<file path="config.mk">
export PLATFORM = sky130hd
export DESIGN_NAME = nmea_sentence_parser
export DESIGN_NICKNAME = d
export VERILOG_FILES = /design/src/hw/rtl/nsp_pkg.sv /design/src/hw/rtl/nsp_line_scan.sv /design/src/hw/rtl/nsp_record.sv /design/src/hw/rtl/nmea_sentence_parser.sv
export SDC_FILE = /design/constraint.sdc
export NUM_CORES = 1
export LEC_CHECK = 0
export CAP_MARGIN = 30
export CORE_MARGIN = 2
export CORE_UTILIZATION = 64
export DETAILED_ROUTE_END_ITERATION = 7
export DONT_BUFFER_PORTS = 1
export GPL_TIMING_DRIVEN = 0
export PLACE_DENSITY = 0.8
export REMOVE_ABC_BUFFERS = 1
export SYNTH_ARGS = -nofsm -noshare
export SYNTH_HDL_FRONTEND = slang
export SYNTH_HIERARCHICAL = 1
export SYNTH_SLANG_ARGS = --single-unit
</file>
<file path="constraint.sdc">
create_clock -name clk -period 5.2 [get_ports clk]
set_input_delay 0.78 -clock clk [delete_from_list [all_inputs] [get_ports clk]]
set_output_delay 0.78 -clock clk [all_outputs]
set_load 0.03 [all_outputs]
</file>
<file path="src/hw/rtl/nsp_pkg.sv">
`timescale 1ns / 1ps

package nsp_pkg;

  // line store size, one place kept for the end of the line
  localparam int LINE_CAPACITY = 128;
  localparam int LEN_W = $clog2(LINE_CAPACITY);

  // characters
  localparam logic [7:0] CH_NUL     = 8'h00;
  localparam logic [7:0] CH_TAB     = 8'h09;
  localparam logic [7:0] CH_LF      = 8'h0A;
  localparam logic [7:0] CH_VT      = 8'h0B;
  localparam logic [7:0] CH_FF      = 8'h0C;
  localparam logic [7:0] CH_CR      = 8'h0D;
  localparam logic [7:0] CH_SPACE   = 8'h20;
  localparam logic [7:0] CH_DOLLAR  = 8'h24;
  localparam logic [7:0] CH_STAR    = 8'h2A;
  localparam logic [7:0] CH_PLUS    = 8'h2B;
  localparam logic [7:0] CH_COMMA   = 8'h2C;
  localparam logic [7:0] CH_MINUS   = 8'h2D;
  localparam logic [7:0] CH_0       = 8'h30;
  localparam logic [7:0] CH_9       = 8'h39;
  localparam logic [7:0] CH_UPPER_A = 8'h41;
  localparam logic [7:0] CH_C       = 8'h43;
  localparam logic [7:0] CH_UPPER_F = 8'h46;
  localparam logic [7:0] CH_G       = 8'h47;
  localparam logic [7:0] CH_M       = 8'h4D;
  localparam logic [7:0] CH_N       = 8'h4E;
  localparam logic [7:0] CH_P       = 8'h50;
  localparam logic [7:0] CH_R       = 8'h52;
  localparam logic [7:0] CH_LOWER_A = 8'h61;
  localparam logic [7:0] CH_LOWER_F = 8'h66;

  // pair of ascii digits: c*10 + d - 528, modulo 256
  localparam logic [7:0] PAIR_BIAS = 8'd16;

  typedef enum logic [1:0] {
    LS_REJECT = 2'd0,
    LS_RMC    = 2'd1,
    LS_GGA    = 2'd2,
    LS_OTHER  = 2'd3
  } line_status_t;

  // what the scanner knows about the line when its LF arrives
  typedef struct packed {
    logic        accepted;
    logic        is_rmc;
    logic        is_gga;
    logic        status_a;
    logic        time_ok;
    logic [23:0] time_val;
    logic        date_ok;
    logic [23:0] date_val;
    logic        quality_ok;
    logic [7:0]  quality;
    logic        sats_ok;
    logic [7:0]  sats;
  } line_summary_t;

  function automatic logic [7:0] times_ten(input logic [7:0] v);
    times_ten = {v[4:0], 3'b000} + {v[6:0], 1'b0};
  endfunction

  function automatic logic is_digit(input logic [7:0] c);
    is_digit = (c >= CH_0) && (c <= CH_9);
  endfunction

  function automatic logic is_blank(input logic [7:0] c);
    is_blank = (c == CH_SPACE) || (c == CH_TAB) || (c == CH_VT) || (c == CH_FF);
  endfunction

  // {valid, nibble}
  function automatic logic [4:0] hex_nibble(input logic [7:0] c);
    logic [7:0] v;
    v = 8'd0;
    hex_nibble = 5'd0;
    if (is_digit(c)) begin
      v = c - CH_0;
      hex_nibble = {1'b1, v[3:0]};
    end else if ((c >= CH_UPPER_A) && (c <= CH_UPPER_F)) begin
      v = c - CH_UPPER_A + 8'd10;
      hex_nibble = {1'b1, v[3:0]};
    end else if ((c >= CH_LOWER_A) && (c <= CH_LOWER_F)) begin
      v = c - CH_LOWER_A + 8'd10;
      hex_nibble = {1'b1, v[3:0]};
    end
  endfunction

endpackage

</file>
<file path="src/hw/rtl/nsp_line_scan.sv">
`timescale 1ns / 1ps

module nsp_line_scan
  import nsp_pkg::*;
(
  input  logic          clk,
  input  logic          rst,
  input  logic          step,
  input  logic [7:0]    data,
  output line_summary_t summary
);

  localparam logic [3:0] FIELD_TIME    = 4'd0;
  localparam logic [3:0] FIELD_STATUS  = 4'd1;
  localparam logic [3:0] FIELD_QUALITY = 4'd5;
  localparam logic [3:0] FIELD_SATS    = 4'd6;
  localparam logic [3:0] FIELD_DATE    = 4'd8;

  typedef enum logic [2:0] {
    SP_START, SP_SUM, SP_HEX1, SP_HEX2, SP_OK, SP_BAD
  } sum_phase_t;

  typedef enum logic [1:0] {
    DEC_IDLE, DEC_BLANK, DEC_DIGIT
  } dec_phase_t;

  typedef struct packed {
    logic [LEN_W-1:0] line_length;
    logic             content_ended;
    sum_phase_t       phase;
    logic [7:0]       checksum_accum;
    logic [3:0]       expected_hi;
    logic             id_rmc;
    logic             id_gga;
    logic             id_done;
    logic [3:0]       comma_count;
    logic             field_pending;
    logic [2:0]       cap_cnt;
    logic             cap_date;
    logic [7:0]       cap_partial;
    logic [23:0]      time_val;
    logic             time_ok;
    logic [23:0]      date_val;
    logic             date_ok;
    logic             status_a;
    dec_phase_t       dec_phase;
    logic             dec_sats;
    logic [7:0]       q_acc;
    logic             q_neg;
    logic             q_present;
    logic [7:0]       s_acc;
    logic             s_neg;
    logic             s_present;
  } scan_t;

  scan_t      st;
  scan_t      st_next;

  logic       overflow;
  logic [4:0] hex;
  logic [3:0] fidx;
  logic       fstart;
  logic       cap_run;
  logic [2:0] cap_idx;
  logic       cap_to_date;
  logic [23:0] cap_vec;
  logic [7:0] pair;
  logic       dec_start;
  dec_phase_t d_phase;
  logic       d_sats;
  logic [7:0] d_acc;
  logic       d_neg;

  assign overflow = (st.line_length == LEN_W'(LINE_CAPACITY - 1));
  assign hex      = hex_nibble(data);

  always_comb begin
    st_next     = st;
    fidx        = st.comma_count - 4'd1;
    fstart      = 1'b0;
    cap_run     = 1'b0;
    cap_idx     = st.cap_cnt;
    cap_to_date = st.cap_date;
    cap_vec     = 24'd0;
    pair        = st.cap_partial + data - PAIR_BIAS;
    dec_start   = 1'b0;
    d_phase     = st.dec_phase;
    d_sats      = st.dec_sats;
    d_acc       = 8'd0;
    d_neg       = 1'b0;

    if (step && (data != CH_CR)) begin
      if ((data == CH_LF) || overflow) begin
        st_next = '0;
      end else begin
        st_next.line_length = st.line_length + LEN_W'(1);
        if (!st.content_ended) begin
          if (data == CH_NUL) begin
            st_next.content_ended = 1'b1;
          end else begin
            // checksum over the text between '$' and '*'
            unique case (st.phase)
              SP_START: st_next.phase = (data == CH_DOLLAR) ? SP_SUM : SP_BAD;
              SP_SUM: begin
                if (data == CH_STAR) st_next.phase = SP_HEX1;
                else st_next.checksum_accum = st.checksum_accum ^ data;
              end
              SP_HEX1: begin
                if (hex[4]) begin
                  st_next.expected_hi = hex[3:0];
                  st_next.phase = SP_HEX2;
                end else begin
                  st_next.phase = SP_BAD;
                end
              end
              SP_HEX2: begin
                st_next.phase = (hex[4] && (st.checksum_accum == {st.expected_hi, hex[3:0]}))
                                ? SP_OK : SP_BAD;
              end
              SP_OK, SP_BAD: ;
              default: st_next.phase = SP_BAD;
            endcase

            // sentence id: GP or GN talker, then RMC or GGA
            unique case (st.line_length)
              LEN_W'(0): begin
                st_next.id_rmc = 1'b1;
                st_next.id_gga = 1'b1;
              end
              LEN_W'(1): begin
                st_next.id_rmc = st.id_rmc && (data == CH_G);
                st_next.id_gga = st.id_gga && (data == CH_G);
              end
              LEN_W'(2): begin
                st_next.id_rmc = st.id_rmc && ((data == CH_P) || (data == CH_N));
                st_next.id_gga = st.id_gga && ((data == CH_P) || (data == CH_N));
              end
              LEN_W'(3): begin
                st_next.id_rmc = st.id_rmc && (data == CH_R);
                st_next.id_gga = st.id_gga && (data == CH_G);
              end
              LEN_W'(4): begin
                st_next.id_rmc = st.id_rmc && (data == CH_M);
                st_next.id_gga = st.id_gga && (data == CH_G);
              end
              LEN_W'(5): begin
                st_next.id_rmc  = st.id_rmc && (data == CH_C);
                st_next.id_gga  = st.id_gga && (data == CH_UPPER_A);
                st_next.id_done = 1'b1;
              end
              default: ;
            endcase

            // field n opens after comma n+1 unless it is empty
            fstart = st.field_pending && (data != CH_COMMA) && (data != CH_STAR);
            st_next.field_pending = (data == CH_COMMA);
            if ((data == CH_COMMA) && (st.comma_count != 4'hF)) begin
              st_next.comma_count = st.comma_count + 4'd1;
            end

            if (fstart && (fidx == FIELD_STATUS)) begin
              st_next.status_a = (data == CH_UPPER_A);
            end

            // six character capture for time and date
            if (fstart && ((fidx == FIELD_TIME) || (fidx == FIELD_DATE))) begin
              cap_run     = 1'b1;
              cap_idx     = 3'd0;
              cap_to_date = (fidx == FIELD_DATE);
            end else if (st.cap_cnt != 3'd0) begin
              cap_run = 1'b1;
            end
            if (cap_run) begin
              cap_vec = cap_to_date ? st.date_val : st.time_val;
              st_next.cap_date = cap_to_date;
              if (!cap_idx[0]) begin
                st_next.cap_partial = times_ten(data);
              end else begin
                unique case (cap_idx[2:1])
                  2'd0: cap_vec[23:16] = pair;
                  2'd1: cap_vec[15:8]  = pair;
                  2'd2: cap_vec[7:0]   = pair;
                  default: ;
                endcase
              end
              if (cap_to_date) st_next.date_val = cap_vec;
              else st_next.time_val = cap_vec;
              if (cap_idx == 3'd5) begin
                st_next.cap_cnt = 3'd0;
                if (cap_to_date) st_next.date_ok = 1'b1;
                else st_next.time_ok = 1'b1;
              end else begin
                st_next.cap_cnt = cap_idx + 3'd1;
              end
            end

            // decimal number for fix quality and satellite count
            dec_start = fstart && ((fidx == FIELD_QUALITY) || (fidx == FIELD_SATS));
            if (dec_start) begin
              d_phase = DEC_BLANK;
              d_sats  = (fidx == FIELD_SATS);
            end else begin
              d_acc = st.dec_sats ? st.s_acc : st.q_acc;
              d_neg = st.dec_sats ? st.s_neg : st.q_neg;
            end
            unique case (d_phase)
              DEC_IDLE: ;
              DEC_BLANK: begin
                if (is_blank(data)) begin
                  d_phase = DEC_BLANK;
                end else if ((data == CH_MINUS) || (data == CH_PLUS)) begin
                  d_neg   = (data == CH_MINUS);
                  d_phase = DEC_DIGIT;
                end else if (is_digit(data)) begin
                  d_acc   = data - CH_0;
                  d_phase = DEC_DIGIT;
                end else begin
                  d_phase = DEC_IDLE;
                end
              end
              DEC_DIGIT: begin
                if (is_digit(data)) d_acc = times_ten(d_acc) + (data - CH_0);
                else d_phase = DEC_IDLE;
              end
              default: d_phase = DEC_IDLE;
            endcase
            st_next.dec_phase = d_phase;
            st_next.dec_sats  = d_sats;
            if (dec_start || (st.dec_phase != DEC_IDLE)) begin
              if (d_sats) begin
                st_next.s_acc = d_acc;
                st_next.s_neg = d_neg;
                st_next.s_present = 1'b1;
              end else begin
                st_next.q_acc = d_acc;
                st_next.q_neg = d_neg;
                st_next.q_present = 1'b1;
              end
            end
          end
        end
      end
    end
  end

  always_ff @(posedge clk) begin
    if (rst) begin
      st <= '0;
    end else begin
      st <= st_next;
    end
  end

  always_comb begin
    summary.accepted   = (st.phase == SP_OK);
    summary.is_rmc     = st.id_done && st.id_rmc;
    summary.is_gga     = st.id_done && st.id_gga;
    summary.status_a   = st.status_a;
    summary.time_ok    = st.time_ok;
    summary.time_val   = st.time_val;
    summary.date_ok    = st.date_ok;
    summary.date_val   = st.date_val;
    summary.quality_ok = st.q_present;
    summary.quality    = st.q_neg ? (8'd0 - st.q_acc) : st.q_acc;
    summary.sats_ok    = st.s_present;
    summary.sats       = st.s_neg ? (8'd0 - st.s_acc) : st.s_acc;
  end

endmodule

</file>
<file path="src/hw/rtl/nsp_record.sv">
`timescale 1ns / 1ps

module nsp_record
  import nsp_pkg::*;
(
  input  logic          clk,
  input  logic          rst,
  input  logic          line_end,
  input  line_summary_t summary,
  input  logic          out_ready,
  output logic          out_valid,
  output logic [1:0]    line_status,
  output logic          committed,
  output logic          fix_valid,
  output logic [7:0]    utc_hour,
  output logic [7:0]    utc_minute,
  output logic [7:0]    utc_second,
  output logic [7:0]    date_day,
  output logic [7:0]    date_month,
  output logic [7:0]    date_year,
  output logic [7:0]    fix_quality,
  output logic [7:0]    satellite_count
);

  line_status_t status_q;
  line_status_t status_next;
  logic         commit;

  logic        staged_status_ok, staged_status_ok_next;
  logic [23:0] staged_time, staged_time_next;
  logic [23:0] staged_date, staged_date_next;
  logic [7:0]  staged_quality, staged_quality_next;
  logic [7:0]  staged_sats, staged_sats_next;
  logic        rmc_seen, rmc_seen_next;
  logic        gga_seen, gga_seen_next;

  logic        held_valid;
  logic [23:0] held_time;
  logic [23:0] held_date;
  logic [15:0] held_quality_sats;

  always_comb begin
    status_next           = LS_REJECT;
    commit                = 1'b0;
    staged_status_ok_next = staged_status_ok;
    staged_time_next      = staged_time;
    staged_date_next      = staged_date;
    staged_quality_next   = staged_quality;
    staged_sats_next      = staged_sats;
    rmc_seen_next         = rmc_seen;
    gga_seen_next         = gga_seen;
    if (line_end && summary.accepted) begin
      priority if (summary.is_rmc) begin
        status_next = LS_RMC;
        if (summary.status_a) begin
          staged_status_ok_next = 1'b1;
          if (summary.time_ok) staged_time_next = summary.time_val;
          if (summary.date_ok) staged_date_next = summary.date_val;
          rmc_seen_next = 1'b1;
        end else begin
          staged_status_ok_next = 1'b0;
        end
      end else if (summary.is_gga) begin
        status_next = LS_GGA;
        if (summary.quality_ok) staged_quality_next = summary.quality;
        if (summary.sats_ok) staged_sats_next = summary.sats;
        gga_seen_next = 1'b1;
      end else begin
        status_next = LS_OTHER;
      end
      commit = rmc_seen_next && gga_seen_next;
    end
  end

  always_ff @(posedge clk) begin
    if (rst) begin
      out_valid         <= 1'b0;
      status_q          <= LS_REJECT;
      committed         <= 1'b0;
      staged_status_ok  <= 1'b0;
      staged_time       <= 24'd0;
      staged_date       <= 24'd0;
      staged_quality    <= 8'd0;
      staged_sats       <= 8'd0;
      rmc_seen          <= 1'b0;
      gga_seen          <= 1'b0;
      held_valid        <= 1'b0;
      held_time         <= 24'd0;
      held_date         <= 24'd0;
      held_quality_sats <= 16'd0;
    end else begin
      if (line_end) begin
        out_valid <= 1'b1;
        status_q  <= status_next;
        committed <= commit;
      end else if (out_ready) begin
        out_valid <= 1'b0;
      end
      staged_status_ok <= staged_status_ok_next;
      staged_time      <= staged_time_next;
      staged_date      <= staged_date_next;
      staged_quality   <= staged_quality_next;
      staged_sats      <= staged_sats_next;
      if (commit) begin
        rmc_seen          <= 1'b0;
        gga_seen          <= 1'b0;
        held_valid        <= staged_status_ok_next;
        held_time         <= staged_time_next;
        held_date         <= staged_date_next;
        held_quality_sats <= {staged_quality_next, staged_sats_next};
      end else begin
        rmc_seen <= rmc_seen_next;
        gga_seen <= gga_seen_next;
      end
    end
  end

  // the held record only moves together with a new result, so it doubles
  // as the output register
  assign line_status     = status_q;
  assign fix_valid       = held_valid;
  assign utc_hour        = held_time[23:16];
  assign utc_minute      = held_time[15:8];
  assign utc_second      = held_time[7:0];
  assign date_day        = held_date[23:16];
  assign date_month      = held_date[15:8];
  assign date_year       = held_date[7:0];
  assign fix_quality     = held_quality_sats[15:8];
  assign satellite_count = held_quality_sats[7:0];

endmodule

</file>
<file path="src/hw/rtl/nmea_sentence_parser.sv">
`timescale 1ns / 1ps

// channel  | handshake            | word
// ---------+----------------------+------------------------------------------
// in       | in_valid / in_ready  | rx_byte, one stream character
// out      | out_valid / out_ready| line_status, committed, held record
//
// one character per cycle, sustained while no LF waits; the result is registered
// from the LF in the input register and the per-line scan state
// only an LF needs the result register, so an LF waits in the input register
// while an earlier result is still untaken; other characters keep flowing
// reset is synchronous and clears the line, the staged and the held record
// CR never changes state; a character beyond the line store restarts the line

module nmea_sentence_parser
  import nsp_pkg::*;
(
  input  logic       clk,
  input  logic       rst,
  input  logic       in_valid,
  output logic       in_ready,
  input  logic [7:0] rx_byte,
  output logic       out_valid,
  input  logic       out_ready,
  output logic [1:0] line_status,
  output logic       committed,
  output logic       fix_valid,
  output logic [7:0] utc_hour,
  output logic [7:0] utc_minute,
  output logic [7:0] utc_second,
  output logic [7:0] date_day,
  output logic [7:0] date_month,
  output logic [7:0] date_year,
  output logic [7:0] fix_quality,
  output logic [7:0] satellite_count
);

  // input register
  logic [7:0]    byte_q;
  logic          byte_valid;

  logic          advance;
  logic          line_end;
  line_summary_t summary;

  // an LF may only move on when the result register is free or draining
  assign advance  = byte_valid && ((byte_q != CH_LF) || !out_valid || out_ready);
  assign line_end = advance && (byte_q == CH_LF);
  assign in_ready = !byte_valid || advance;

  always_ff @(posedge clk) begin
    if (rst) begin
      byte_valid <= 1'b0;
    end else if (in_valid && in_ready) begin
      byte_valid <= 1'b1;
    end else if (advance) begin
      byte_valid <= 1'b0;
    end
  end

  always_ff @(posedge clk) begin
    if (in_valid && in_ready) begin
      byte_q <= rx_byte;
    end
  end

  // running checksum, sentence id, comma count and field capture
  nsp_line_scan u_scan (
    .clk     (clk),
    .rst     (rst),
    .step    (advance),
    .data    (byte_q),
    .summary (summary)
  );

  // staged and held record, commit and result register
  nsp_record u_record (
    .clk             (clk),
    .rst             (rst),
    .line_end        (line_end),
    .summary         (summary),
    .out_ready       (out_ready),
    .out_valid       (out_valid),
    .line_status     (line_status),
    .committed       (committed),
    .fix_valid       (fix_valid),
    .utc_hour        (utc_hour),
    .utc_minute      (utc_minute),
    .utc_second      (utc_second),
    .date_day        (date_day),
    .date_month      (date_month),
    .date_year       (date_year),
    .fix_quality     (fix_quality),
    .satellite_count (satellite_count)
  );

endmodule

</file>
# Word-level counts from Yosys, hierarchy flattened
# Index checks and enable logic that the tools add are counted.
classes:
  addsub: 16
  n_lt_le_gt_ge: 6
  n_eq_ne: 51
  mux: 119
  bitwise_logic: 1
  n_reduce_logical: 80
ops:
  columns: ["operator", "n"]
  rows:
  - ["two-way mux 24 bit", 12]
  - ["two-way mux 8 bit", 26]
  - ["two-way mux 117 bit", 1]
  - ["two-way mux 110 bit", 1]
  - ["two-way mux 109 bit", 1]
  - ["two-way mux 62 bit", 1]
  - ["== test 8 x 7 -> 1 bit (second input constant)", 7]
  - ["== test 8 x 6 -> 1 bit (second input constant)", 6]
  - ["two-way mux 1 bit", 44]
  - ["AND reduction 5 bit", 8]
  - ["adder 8 bit", 4]
  - ["== test 8 x 4 -> 1 bit (second input constant)", 4]
  - ["nonzero test 2 bit", 14]
  - ["two-way mux 3 bit", 9]
  - ["logical AND 1 bit", 26]
  - ["two-way mux 2 bit", 11]
  - ["two-way mux 10 bit", 2]
  - ["two-way mux 20 bit", 1]
  - ["AND reduction 4 bit", 5]
  - [">= comparator 8 x 7 -> 1 bit (second input constant)", 2]
  - ["less-or-equal comparator 8 x 7 -> 1 bit (second input constant)", 2]
  - ["!= test 8 x 4 -> 1 bit (second input constant)", 2]
  - ["!= test 8 x 6 -> 1 bit (second input constant)", 2]
  - ["case mux 8 bit (2 select lines)", 1]
  - ["45 further kinds", 81]
word_totals:
  ff_bits: 262
  in_bits: 12
  out_inout_bits: 70
  word_cells: 315

# Longest topological paths before layout
# Gate-level depths: netlist (run 1).
depth:
  word_depth: 18
  mapped_depth: 19
  mapped_depth_nobuf: 17

# Hierarchy
# Netlist (run 1), hierarchy kept.
modules_own_cells:
  columns: ["mod", "instances", "cells_per_inst", "area_each_um2", "seq_area_each_um2"]
  rows:
  - ["nsp_line_scan", 1, 986, 7780.0, 2322.2]
  - ["nsp_record", 1, 386, 4535.6, 2722.6]
  - ["nmea_sentence_parser", 1, 21, 375.4, 260.2]

# Least setup slack after synthesis (run 1)
# Ideal clock, no wire load.
synth_path:
  kind: "flip-flop to flip-flop"
  start: "register byte_q[0]"
  end: "register u_scan/st[8] (netlist name)"
  setup_ns: 0.073
  arrival_time_ns: 4.127
  required_ns: 5.127
  path_slack_ns: 1.000
  path_stages_with_launch: 20
  path_buffers: 2
  period_less_slack_ns: 4.200
  path_cell_list: "edfxtp_1 clkbuf_1 inv_1 ha_1 and3_1 o21ai_1 and4_1 clkbuf_1 nor2_1 ha_1 ha_1 inv_1 fa_1 nand2b_1 a21oi_1 xor2_1 a21boi_0 o32ai_1 nand3_1 mux2i_1"
synth_via:
  elab_chain_cells: 18
  elab_cells_between_ends: 63
  cone_classes: "add/sub: 3; order compare: 2; eq/ne: 15; mux: 25; reduce/logical: 18"
synth_rtl:
  columns: ["element", "line_no", "source"]
  rows:
  - ["start, declared", "nmea_sentence_parser.sv:39", "logic [7:0] byte_q;"]
  - ["start signal, assigned", "nmea_sentence_parser.sv:63", "byte_q <= rx_byte;"]
  - ["!= test 8 x 6 -> 1 bit", "nsp_line_scan.sv:155", "fstart = st.field_pending && (data != CH_COMMA) && (data != CH_STAR);"]
  - ["logical AND 1 bit (2 in a row)", "nsp_line_scan.sv:155", null]
  - ["logical AND 1 bit", "nsp_line_scan.sv:198", "dec_start = fstart && ((fidx == FIELD_QUALITY) || (fidx == FIELD_SATS));"]
  - ["two-way mux 8 bit", "nsp_line_scan.sv:199", "if (dec_start) begin"]
  - ["two-way mux 8 bit", "nsp_line_scan.sv:98", "if (data == CH_NUL) begin"]
  - ["two-way mux 8 bit", "nsp_line_scan.sv:97", "if (!st.content_ended) begin"]
  - ["two-way mux 8 bit", "nsp_line_scan.sv:93", "if ((data == CH_LF) || overflow) begin"]
  - ["two-way mux 8 bit", "nsp_line_scan.sv:92", "if (step && (data != CH_CR)) begin"]
  - ["adder 8 bit or two-way mux 8 bit (tied branches)", "nsp_pkg.sv:62, nsp_line_scan.sv:214", null]
  - ["adder 8 bit or two-way mux 8 bit (tied branches)", "nsp_line_scan.sv:222, nsp_line_scan.sv:211", null]
  - ["two-way mux 8 bit (on tied branches)", "nsp_line_scan.sv:222, nsp_line_scan.sv:209", null]
  - ["case mux 8 bit (2 select lines)", "nsp_line_scan.sv:206", "unique case (d_phase)"]
  - ["two-way mux 10 bit", "nsp_line_scan.sv:230", "if (d_sats) begin"]
  - ["two-way mux 20 bit", "nsp_line_scan.sv:229", "if (dec_start || (st.dec_phase != DEC_IDLE)) begin"]
  - ["two-way mux 109 bit", "nsp_line_scan.sv:98", null]
  - ["two-way mux 110 bit", "nsp_line_scan.sv:97", null]
  - ["two-way mux 117 bit", "nsp_line_scan.sv:93", null]
  - ["end signal, assigned", "nsp_line_scan.sv:250", "st <= st_next;"]
  - ["end, declared", "nsp_line_scan.sv:56", "scan_t st;"]
# Several ways; a longest one is shown, not always the timed one. The select of a mux whose other input is x is not followed.
# A chain may end at the register's enable or synchronous reset.

# Worst setup path in the final report (run 1)
layout_path:
  start: "register byte_q[0]"
  end: "register u_scan/st[18] (netlist name)"
# Same word-level chain as after synthesis.

==> impl_metrics.toml, run 1 <==
[cells_and_area]
layout.nets = 1378
area_delta_synth_final_pct = 5.24
diodes = 0
drive_gt1_frac = 0.0683
utilization = 0.686

[placement]
dp_hpwl_um = 19400
place.gp.congestion = 0.872
port_buffers = 0

[clock_network]
clockRootBuffer = "clkbuf_16"
clk_path_buf_depth = 3
clkLatencyLatePin_ns = 0.55
cts.sinks = 261
cts_tree = "done"
htree_levels = 1
clk_pin_slew_ns = 0.06
cts-buffers-inserted = 27

[setup_path]
worstReg2RegStart = "byte_q[0]"
path_buf_inv = 1
worst_ep_required_time_ns = 5.67
r2r_slack_ns = 0.34
crit_path_cell_trace = "inv_1 -> ha_1 -> and3_1 -> o21ai_1 -> nand4_1 -> nand2_1 -> fa_1 -> fa_1 -> nand2b_1 -> a21oi_1 -> xor2_1 -> a21boi_0 -> o32ai_1 -> nand3_1 -> mux2i_1"
crit_fanout = 10
startpoint = "byte_q[0]"
crit_family = "adder cells"
crit_top_cell = "fa_1"
cp_data_arrival_time_ns = 5.32
critical_path_class = "reg -> reg"
max_stage_delay_ns = 0.63
slowest_stage = "edfxtp_1"
start_kind = "register"
endpoint_kind = "register"

[pwr]
seqPwrFrac = 0.483
power_frac_comb = 0.058
p_per_area_nw_per_um2 = 317
leakage_nw = 5.42
intPower_w = 0.00328
pwr-share-clk = 0.459
sw_frac_of_total = 0.227
vdd_drop_max_mv = 0.228
p_switching_w = 0.000962

[detailed_routing]
routedWlPerCell_um = 18.0
drt-met1-wl_um = 12600
top_layer = "met4"
drc = 0
met3_wirelength_um = 1650
dr.pass1.iters = 6
drtIter0Drc = 944
vias = 9851
wirelength_um = 28700
met2WireLength_um = 13400
viasPerCell = 6.16
ant_nets = 0

[grt]
overflow = 0
grt_max_degree = 112
grtUsageTotal = 0.268
grt_pass1_wl_um = 45700
antenna_found_initial = 0
grt_pass1_vias = 9223

[logic_synthesis]
yosys.cell_count.top_type = "dfxtp_1"
netlist_area_um2 = 12700
synth_area_leaders = "dfxtp_1 (40%), mux2i_1 (6.7%), nor2_1 (5.0%), o2bb2ai_1 (4.7%), ha_1 (4.5%)"
synth_top_area_share = 0.399
synth-seq-cells = 261
ys_async_sr_fraction = 0
seq_area_frac_synth = 0.418
yosys.cell_types.count = 84
synth_area_per_cell_um2 = 9.11
synth_edf_count = 8
yosysTopAreaCell = "dfxtp_1"
synthFlopType = "dfxtp_1"
postSynthCellCount = 1393
yosys_warnings = 6
synth_commonest_cells = "dfxtp_1 (253), nor2_1 (168), nand2_1 (120)"

[timing]
clock_skew_ns = 0.0126
hold_viol_final = 0
final_max_slew_viol_count = 0
fmax_ghz = 0.206
worst_slew_pin_slew_ns = 1.08
whs_ns = 0.303
fin_crit_sh = 0.934
layout_min_cycle_time_ns = 4.86
setup_violations = 0
slew_headroom = 0.278

[min_path]
min-delay-start = "rst"
hp-class = "in -> reg"

[die]
die_w_um = 145
rows = 51
core_um2 = 19500
die_h_um = 145
io_pins = 82
die_area_um2 = 21000
initial_core_util = 0.652

[run]
cap_violations = 0

[status]
status = "finished, final reports clean"
[final cells by class]
class | instances | area, um^2
multi-input combinational | 962 | 6450
fill | 1539 | 6110
sequential | 261 | 5310
clock buffer | 44 | 810
tap | 265 | 332
timing repair buffer | 16 | 191
inverter | 45 | 169
clock inverter | 5 | 93.8
[power groups by stage]
stage | clock network [W] | registers (W) | logic, W
detailed placement | 0 | 0.00210 | 0.000224
finish | 0.00195 | 0.00205 | 0.000244
CTS | 0.00197 | 0.00205 | 0.000227
global placement | 0 | 0.00210 | 0.000205
floorplan | 0 | 0.00209 | 0.000157
global route | 0.00205 | 0.00205 | 0.000264
[routing by layer]
layer / track usage / vias to the layer above
met4: 0.108 / 0
met1: 0.347 / 4670
li1: - / 4733
met2: 0.453 / 360
met5: 0 / -
met3: 0.0382 / 88
[worst paths after layout]
path	end	cells after the start
hold / removal	u_record/staged_time[2]	1
hold reg to reg	u_scan/st[75]	2
setup reg to reg	u_scan/st[18]	15
setup / recovery	u_scan/st[18]	15
[flip-flops by register name, indices dropped and copies added (netlist names), 2 cells and up]
| name | cells |
|---|---|
| u_record/line_status | 2 |
| u_record/staged_sats | 8 |
| u_scan/st | 63 |
| u_record/held_quality_sats | 16 |
| u_record/held_time | 24 |
| u_record/staged_quality | 8 |
| u_record/held_date | 24 |
| byte_q | 8 |
| u_record/staged_date | 24 |
| u_scan/summary | 53 |
| u_record/staged_time | 24 |
[kinds of logic after synthesis]
kind of cell,count (synthesis),synth area share
buffers and inverters,170,0.0742
DFF,261,0.418
and+or+nand+nor,436,0.163
adders and majority gates,53,0.0564
xor gates and xnor gates,55,0.0380
AOI/OAI and AO/OA,326,0.178
muxes,91,0.0726
other,1,0.000295
[worst register-to-register path, cell delays in order, from the launching register on]
cell	delay, ns
edfxtp_1	0.63
inv_1	0.32
ha_1	0.37
and3_1	0.24
o21ai_1	0.33
nand4_1	0.40
nand2_1	0.28
fa_1	0.50
fa_1	0.46
nand2b_1	0.16
a21oi_1	0.14
xor2_1	0.26
a21boi_0	0.13
o32ai_1	0.24
nand3_1	0.14
mux2i_1	0.16
[placed cells by master, fill, tap and decap left out, drive strengths merged, types with 5 or more instances in the layout]
master / netlist / final
nor3: 32 / 32
nand4: 13 / 13
mux2: 5 / 5
a32o: 8 / 8
a31oi: 5 / 5
nor2b: 7 / 7
a211oi: 7 / 7
inv: 45 / 46
a21o: 6 / 6
o31ai: 7 / 7
o21a: 7 / 7
fa: 7 / 7
a22o: 7 / 7
a22oi: 7 / 7
nand2: 124 / 124
nor3b: 7 / 7
edfxtp: 8 / 8
and2: 5 / 5
a21oi: 77 / 77
clkbuf: 38 / 44
xor2: 28 / 28
nand3: 27 / 27
ha: 46 / 46
o21ai: 76 / 76
o2bb2ai: 68 / 68
nor2: 169 / 169
xnor2: 27 / 27
dfxtp: 253 / 253
o22ai: 8 / 8
nor4: 7 / 7
nand2b: 13 / 13
mux2i: 86 / 86
buf: 87 / 16
[through the flow]
stage | setup TNS, ns | setup WS, ns | cell area [um^2] | cells | total power, W
floorplan | 0 | 1.12 | 11900 | 1268 | 0.00224
global placement | -12.17 | -0.341 | 12200 | 1533 | 0.00230
detailed placement | 0 | 0.205 | 12400 | 1542 | 0.00232
CTS | 0 | 0.164 | 13300 | 1591 | 0.00425
global route | -0.0227 | -0.0226 | 13400 | 1598 | 0.00436
finish | 0 | 0.344 | 13400 | 1598 | 0.00424
[what timing repair did]
action	in CTS	in global routing
gates resized for setup	0	1
hold buffers	0	0
setup buffers	0	7
setup endpoints to repair	0	4
(Power assumes the default switching activity.)
==> run 2, diff against run 1 <==
--- a/config.mk
+++ b/config.mk
@@ -15,5 +15,4 @@
 export REMOVE_ABC_BUFFERS = 1
 export SYNTH_ARGS = -nofsm -noshare
 export SYNTH_HDL_FRONTEND = slang
-export SYNTH_HIERARCHICAL = 1
 export SYNTH_SLANG_ARGS = --single-unit
==> run 2 against run 1 <==
Compared with the run above:
- utilization is 2.3 points higher
- non-clock buffer count grew 6
- cell count grew 5.9%
- flip-flop and latch count is the same
- critical path depth rose by 2
- clock skew fell by 0.0044 ns
- register-to-register slack worse by 0.08 ns
- die area decreased by 0.57%
- worst setup slack got worse by 0.080 ns
- total power increased by 1.5%
- final area grew 3.0%
- critical endpoint is now u_scan.st[19]
- largest cell class unchanged
- highest routed layer unchanged
==> impl_metrics.toml, run 2 <==
[pwr]
vdd_drop_max_mv = 0.267
leakage_nw = 5.64
intPower_w = 0.00333
p_switching_w = 0.000976
seqPwrFrac = 0.476
power_frac_comb = 0.054
pwr-share-clk = 0.469
p_per_area_nw_per_um2 = 313
sw_frac_of_total = 0.227

[setup_path]
crit_end = "u_scan.st[19]"
startpoint = "byte_q[4]"
critical_path_class = "reg -> reg"
reg2reg_to = "u_scan.st[19]"
cp_data_arrival_time_ns = 5.34
start_kind = "register"
endpoint_kind = "register"
r2r_slack_ns = 0.26
worst_ep_required_time_ns = 5.61
r2r_cells = 17
worstReg2RegStart = "byte_q[4]"
crit_fanout = 10

[die]
io_pins = 82
die_w_um = 144
initial_core_util = 0.650
die_area_um2 = 20900
core_um2 = 19400
die_h_um = 144
rows = 51

[logic_synthesis]
synth_area_leaders = "dfxtp_1 (40%), mux2i_1 (5.4%), a21oi_1 (5.2%), nor2_1 (4.9%), ha_1 (4.6%)"
yosys.cell_types.count = 80
postSynthCellCount = 1445
synthFlopType = "dfxtp_1"
yosys_warnings = 0
netlist_area_um2 = 12600
seq_area_frac_synth = 0.420
synth_area_per_cell_um2 = 8.73
synth_commonest_cells = "dfxtp_1 (253), nor2_1 (164), a21oi_1 (131)"
synth_top_area_share = 0.401
ys_async_sr_fraction = 0
yosys.cell_count.top_type = "dfxtp_1"
synth-seq-cells = 261
yosysTopAreaCell = "dfxtp_1"
synth_edf_count = 8

[detailed_routing]
drtIter0Drc = 1124
routedWlPerCell_um = 18.3
ant_nets = 0
vias = 10609
drc = 0
dr.pass1.iters = 5
viasPerCell = 6.27
wirelength_um = 31000

[clock_network]
clockRootBuffer = "clkbuf_16"
htree_levels = 1
clk_path_buf_depth = 3
clk_pin_slew_ns = 0.06
clkLatencyLatePin_ns = 0.55
cts.sinks = 261
cts_tree = "done"
cts-buffers-inserted = 27

[timing]
final_max_slew_viol_count = 0
hold_viol_final = 0
setup_violations = 0
whs_ns = 0.315
slew_headroom = 0.312
clock_skew_ns = 0.00829
worst_slew_pin_slew_ns = 1.03
fin_crit_sh = 0.949
setup-tns-final_ns = 0
layout_min_cycle_time_ns = 4.94
fmax_ghz = 0.203

[grt]
grt_max_degree = 128
grt_pass1_wl_um = 49200
grt_pass1_vias = 9695
grtUsageTotal = 0.291
overflow = 0
antenna_found_initial = 0

[min_path]
hp-class = "in -> reg"

[status]
status = "finished, final reports clean"

[placement]
port_buffers = 0
placedCellCount = 1635
dp_hpwl_um = 20600
place.gp.congestion = 0.912

[cells_and_area]
diodes = 0
drive_gt1_frac = 0.0672
layout_common_cells = "dfxtp_1 (253), nor2_1 (162), a21oi_1 (131), o21ai_0 (112), nand2_1 (88)"
layout.nets = 1473
mostFrequentLayoutCell = "dfxtp_1"
layout.cells.non_filler = 1693
largest_register = "u_scan.st"
largest_register_ffs = 63
area_delta_synth_final_pct = 9.06

[run]
cap_violations = 0
==> run 2: logic make-up after synthesis <==
kind of cell	Yosys count	share of synthesized area
and+or+nand+nor	410	0.152
xor gates and xnor gates	55	0.0393
DFF	261	0.420
buffers and inverters	155	0.0496
other	1	0.000297
AOI/OAI and AO/OA	437	0.224
adders and majority gates	53	0.0567
muxes	73	0.0584
==> run 2: how the worst min path moves through the flow <==
| stage | from | end | cells past startpoint |
|---|---|---|---|
| after CTS | rst | u_record.out_valid | 1 |
| after global routing | rx_byte[6] | byte_q[6] | 0 |
| final | rst | u_scan.st[107] | 1 |
| after floorplan | u_scan.summary[8] | u_scan.summary[8] | 2 |
| after global placement | u_scan.summary[8] | u_scan.summary[8] | 2 |
| after detailed placement | u_scan.summary[51] | u_scan.summary[51] | 2 |
==> run 2: per-stage QoR <==
step                      cell area [um^2]  power (W)  utilization  setup WS (ns)
after floorplan                      12200    0.00224            -          0.355
after global placement               12600    0.00230        0.648          -1.49
after detailed placement             12700    0.00231        0.657         0.0258
after CTS                            13700    0.00430        0.706         0.0751
after global routing                 13800    0.00441        0.709       -0.00458
final                                13800    0.00430        0.709          0.264
==> run 2: final cells by class <==
class	instances	area, um^2
Clock buffer	39	761
Tap cell	265	332
Fill cell	1531	5640
Sequential cell	261	5310
Clock inverter	10	171
Inverter	67	251
Timing Repair Buffer	22	224
Multi-Input combinational cell	1029	6720
==> run 2: repair_timing <==
action | in CTS | in global routing
endpoints found under the hold margin | 0 | 0
gates resized for setup | 2 | 1
setup buffers | 1 | 7
pin swaps | 0 | 0
hold buffers | 0 | 0
endpoints found under the setup margin | 1 | 2
==> run 2: metal layers <==
layer / part of all wire / wire (um) / global-route usage
met3: 0.082 / 2530 / 0.0460
met1: 0.45 / 13900 / 0.413
met4: 0.018 / 544 / 0.0649
met5: 0 / 0 / 0
met2: 0.45 / 14000 / 0.468
==> run 2: power groups by stage <==
stage	clock [W]	combinational (W)	sequential, W
global route	0.00211	0.000254	0.00205
floorplan	0	0.000154	0.00208
CTS	0.00203	0.000216	0.00205
finish	0.00202	0.000233	0.00205
global placement	0	0.000200	0.00210
detailed placement	0	0.000209	0.00210
==> run 2: critical path: stages, from the launching register on <==
cell and delay [ns]:
edfxtp_1 0.36, buf_4 0.19, inv_1 0.23, ha_1 0.27, or3b_1 0.54, a21o_1 0.36
and3_1 0.34, nor2_2 0.26, inv_1 0.09, fa_1 0.51, inv_1 0.05, ha_1 0.33
a21oi_1 0.22, o21bai_1 0.10, a21oi_1 0.17, xnor3_1 0.24, a311oi_2 0.36, o32ai_1 0.14
